==> config.mk <==
export PLATFORM = sky130hd
export DESIGN_NAME = q2e_queue
export DESIGN_NICKNAME = d
export VERILOG_FILES = /design/src/rtl/q2e_pkg.sv /design/src/rtl/q2e_queue.sv
export SDC_FILE = /design/constraint.sdc
export NUM_CORES = 1
export LEC_CHECK = 0
export BUFFER_PORTS_ARGS = -buffer_cell sky130_fd_sc_hd__buf_2
export CAP_MARGIN = 10
export CORE_MARGIN = 2
export CORE_UTILIZATION = 53
export DETAILED_ROUTE_END_ITERATION = 16
export PLACE_DENSITY = 0.8
export SYNTH_ARGS = -nofsm -noshare
export SYNTH_HDL_FRONTEND = slang
export SYNTH_SLANG_ARGS = --single-unit
==> constraint.sdc <==
create_clock -name clk -period 11.4 [get_ports clk]
set_clock_uncertainty 0.1 [all_clocks]
set_input_delay 1.14 -clock clk [delete_from_list [all_inputs] [get_ports clk]]
set_output_delay 1.14 -clock clk [all_outputs]
set_load 0.03 [all_outputs]
==> src/rtl/q2e_pkg.sv <==
// ----------------------------------------------------------------------------
// q2e_pkg
// Shared types, constants and tables for the quaternion to Euler converter.
// ----------------------------------------------------------------------------
`default_nettype none

package q2e_pkg;

  // Width of the trigonometric operands in Q.28 (room for about +-64).
  localparam int QW = 35;
  // Width of the CORDIC datapath, with headroom for the gain.
  localparam int CW = 38;
  // Square root operand and result widths.
  localparam int NW = 58;
  localparam int RW = 29;

  localparam logic signed [QW-1:0] ONE_Q28 = 35'sh010000000;
  localparam logic [31:0] HALF_PI_BA = 32'h40000000;

  // One classified item passed from the front part to the back part.
  typedef struct packed {
    logic signed [QW-1:0] sinr;
    logic signed [QW-1:0] cosr;
    logic signed [QW-1:0] sinp;
    logic signed [QW-1:0] siny;
    logic signed [QW-1:0] cosy;
    logic                 sat;
  } q2e_item_t;

  // Arctangent of 2^-i as a 32-bit binary angle.
  function automatic logic [31:0] atan_tab(input logic [4:0] i);
    logic [31:0] r;
    case (i)
      5'd0:  r = 32'h20000000;
      5'd1:  r = 32'h12E4051E;
      5'd2:  r = 32'h09FB385B;
      5'd3:  r = 32'h051111D4;
      5'd4:  r = 32'h028B0D43;
      5'd5:  r = 32'h0145D7E1;
      5'd6:  r = 32'h00A2F61E;
      5'd7:  r = 32'h00517C55;
      5'd8:  r = 32'h0028BE53;
      5'd9:  r = 32'h00145F2F;
      5'd10: r = 32'h000A2F98;
      5'd11: r = 32'h000517CC;
      5'd12: r = 32'h00028BE6;
      5'd13: r = 32'h000145F3;
      5'd14: r = 32'h0000A2FA;
      5'd15: r = 32'h0000517D;
      5'd16: r = 32'h000028BE;
      5'd17: r = 32'h0000145F;
      5'd18: r = 32'h00000A30;
      5'd19: r = 32'h00000518;
      5'd20: r = 32'h0000028C;
      5'd21: r = 32'h00000146;
      5'd22: r = 32'h000000A3;
      5'd23: r = 32'h00000051;
      5'd24: r = 32'h00000029;
      5'd25: r = 32'h00000014;
      5'd26: r = 32'h0000000A;
      5'd27: r = 32'h00000005;
      5'd28: r = 32'h00000003;
      5'd29: r = 32'h00000001;
      5'd30: r = 32'h00000001;
      default: r = 32'h00000000;
    endcase
    return r;
  endfunction

  // Round a 32-bit binary angle half up to 32-sh bits and keep the low 16 bits.
  function automatic logic [15:0] to_field(input logic [31:0] z, input int sh);
    logic [31:0] r;
    r = z;
    if (sh > 0 && sh < 32) begin
      r = (z + (32'd1 << (sh - 1))) >> sh;
    end
    return r[15:0];
  endfunction

endpackage

`default_nettype wire

==> src/rtl/q2e_queue.sv <==
// ----------------------------------------------------------------------------
// q2e_queue
// Two-entry queue of classified items between the front and back parts.
// ----------------------------------------------------------------------------
`default_nettype none

module q2e_queue
  import q2e_pkg::*;
(
  input  wire logic      clk,
  input  wire logic      rst,
  input  wire logic      push,
  input  wire q2e_item_t push_item,
  output logic           full,
  output logic           pop_vld,
  output q2e_item_t      pop_item
);

  q2e_item_t   mem [0:1];
  logic        wptr;
  logic        rptr;
  logic [1:0]  count;
  logic        pop;

  // The back part never stalls, so an entry leaves as soon as it is present.
  assign pop      = (count != 2'd0);
  assign pop_vld  = pop;
  assign pop_item = mem[rptr];
  assign full     = (count == 2'd2);

  always_ff @(posedge clk) begin
    if (rst) begin
      wptr  <= 1'b0;
      rptr  <= 1'b0;
      count <= 2'd0;
    end else begin
      if (push) begin
        wptr <= ~wptr;
      end
      if (pop) begin
        rptr <= ~rptr;
      end
      count <= count + 2'(push) - 2'(pop);
    end
    if (push) begin
      mem[wptr] <= push_item;
    end
  end

endmodule

`default_nettype wire

==> impl_metrics.csv <==
group,metric,value,unit
floorplan,start_util,0.537,
detailed_routing,wire_per_inst,19.3,microns
cts,cts_tree,"done",
placement,dp_slack,7300,ps
logic_synthesis,syn_avg_cell_area,23.7,sq um
setup_path,cp.buffers_inverters,2,
detailed_routing,dr.pass1.iters,4,
status,outcome,"finished clean",
placement,dp_hpwl,16500,microns
detailed_routing,vias,6621,
timing,tightest_slew,1100,ps
setup_path,critPathLaunchType,"register",
timing,fin_crit,4380,ps
timing,report.final.setup_viol,0,
floorplan,fp-row-count,58,
pwr,fin_total_pwr,3.02,mW
setup_path,cp_num_cells,3,
logic_synthesis,yosys.cell_types.count,17,
timing,rsz0062_at_grt,"false",
pwr,power.switching,705,uW
cells_and_area,nNetsFinal,1128,
setup_path,timing.rr.start,"wptr$_SDFFE_PP0P_",
floorplan,dieArea,26700,sq um
floorplan,fp.dieH,164,microns
timing,relSlewSlack,0.267,
setup_path,crit_type,"register to primary output",
logic_synthesis,ys_ff_latch,357,
setup_path,cp_data_arrival_time,3140,ps
pwr,intPower,2.32,mW
timing,hold_violations,0,
pwr,p_sw_frac,0.233,
cts,root_buffer,"clkbuf_16",
timing,fin_crit_sh,0.384,
detailed_routing,drcViolationCount,0,
cts,cts.clk_slew.worst_paths,60,ps
global_routing,antenna_found_initial,5,
setup_path,required,10160,ps
pwr,pwr-share-seq,0.515,
cts,cts_htree_levels,2,
setup_path,cp-end-kind,"primary output",
global_routing,grt_pass1_vias,6835,
floorplan,die_w,164,microns
cts,cts-buffers-inserted,36,
global_routing,overflow,0,
cts,postCtsSetupRepairBufs,0,
pwr,leakage,6.51,nW
cells_and_area,final_common_cell,"buf_2",
pwr,clock_power_share,0.358,
cells_and_area,final_cell_mix,"356 x buf_2, 352 x edfxtp_1, 140 x mux2_4",
placement,gp_congestion,0.733,
global_routing,grt_use_met3,0.0513,
setup_path,path_delay_family,"buffers and inverters",
cts,cts_sinks,357,
placement,numPortBuffers,356,
placement,place_inst,1240,
detailed_routing,wl,25300,microns
floorplan,core,25100,sq um
floorplan,pin_count,357,
detailed_routing,drtAntennaViolNets,0,
flow_run,drv_cap,0,
timing,setup_slack,7020,ps
setup_path,cp_max_fo,67,
cts,clk_latency,490,ps
global_routing,met1_usage,0.211,
worst_hold_path,min_path_type,"register to register",
setup_path,max_stage_delay,1040,ps
detailed_routing,dr.first_iter.drc_count,435,
timing,setup_tns,0,ps
logic_synthesis,synthCells,569,
global_routing,grt_pass1_wl,36400,microns
cts,post_cts_resized,0,
pwr,p_per_area,182,nW/um^2
logic_synthesis,synth_nets,749,
logic_synthesis,yosys_warnings,0,
global_routing,grt_max_degree,177,
logic_synthesis,yosysSeqAreaShare,0.791,
setup_path,rr_worst_depth,3,
setup_path,reg2reg_setup_slack,8200,ps
global_routing,grt_busiest_layer,"met2",
setup_path,crit_end,"pop_item[140]",
cells_and_area,drive_gt1_frac,0.603,
pwr,ir_drop,0.154,mV
setup_path,critical_path.cell_chain,"buf_4 > mux2_4 > buf_2",
logic_synthesis,syn-cell-area,13500,sq um
setup_path,slowest_stage,"dfxtp_4",
detailed_routing,vias_per_cell,5.07,
cells_and_area,fin_cells,1307,
timing,fmax,0.228,GHz
cts,cts_hold_buf,0,
timing,maxSlewViolCount,0,
global_routing,grtUsageMet2,0.315,
setup_path,r2r_end,"mem[1][150]$_DFFE_PP_",
pwr,pwr-share-comb,0.127,
global_routing,track_usage,0.180,
cts,clockBufferDepth,3,
cells_and_area,area_growth,23.3,%
==> sequential cells by signal (all words and copies together), names as in the netlist, named ones only <==
| name | cells |
|---|---|
| mem | 352 |
| count | 2 |
| wptr | 1 |
| rptr | 1 |
==> worst reg2reg max path, delay by kind of cell, from the launching register on <==
kind | cells | cell delay, ps
buf+inv | 2 | 1560
simple gates | 1 | 700
flops | 1 | 410
==> routing by layer <==
layer,routed length [microns],vias to the layer above
li1,-,3041
met1,9550,3257
met2,12900,266
met3,1970,55
met4,855,2
met5,11,-
==> stage by stage <==
| stage | cell area, sq um | hold slack [ps] | util |
|---|---|---|---|
| after floorplan | 13500 | 396 | - |
| after CTS | 16600 | 447 | 0.662 |
| after global routing | 16600 | 480 | 0.662 |
| after global placement | 15500 | 424 | 0.619 |
| after detailed placement | 15500 | 445 | 0.619 |
| final | 16600 | 454 | 0.663 |
==> area by class of cell <==
type                       instances  area (sq um)
sequential                       357         10700
fill                            1708          8470
multi-input combinational        192          2630
timing repair buffer             361          1830
clock buffer                      46           960
tap                              330           413
clock inverter                    16           123
antenna                            5          12.5
==> worst min-delay path by stage <==
stage | startpoint | end | slack (ps) | cells past startpoint
6_report | rptr$_SDFFE_PP0P_ | register | 450 | 2
4_1_cts | rptr$_SDFFE_PP0P_ | register | 450 | 2
5_1_grt | rptr$_SDFFE_PP0P_ | register | 480 | 2
3_5_place_dp | rptr$_SDFFE_PP0P_ | register | 450 | 2
2_1_floorplan | wptr$_SDFFE_PP0P_ | wptr$_SDFFE_PP0P_ | 400 | 2
3_3_place_gp | rptr$_SDFFE_PP0P_ | register | 420 | 2
==> power groups by stage <==
stage	Sequential (mW)	Clock [mW]	Combinational [mW]
after floorplan	1.59	0	0.279
after global placement	1.58	0	0.381
after global routing	1.57	1.15	0.404
after CTS	1.56	1.11	0.388
after detailed placement	1.59	0	0.386
final	1.56	1.08	0.383
==> kinds of logic (layout without fill, tap and decap cells) <==
kind of cell             count (synthesis)  in the layout  synth area share
flip-flops                             357            357             0.791
multiplexers                           176            176             0.186
buffers and inverters                   20            423            0.0153
AND/OR/NAND/NOR                         11             11           0.00473
AO/OA/AOI/OAI                            3              3           0.00167
adder cells (fa/ha/maj)                  1              1          0.000927
XOR/XNOR                                 1              1          0.000649
other                                    0              5                 0
==> Yosys cell counts (all sizes together) <==
library cell  count  area, sq um
and2              1         6.26
ha                1         12.5
nor3              3         15.0
nor2b             4         25.0
dfxtp             5          100
nand3b            1         7.51
o21a              1         7.51
nor2              1         3.75
or2               1         6.26
a21bo             1         10.0
mux2            176         2510
a21oi             1         5.00
edfxtp          352        10600
buf              20          206
xnor2             1         8.76
No activity file was read; power rests on OpenSTA's default activity.
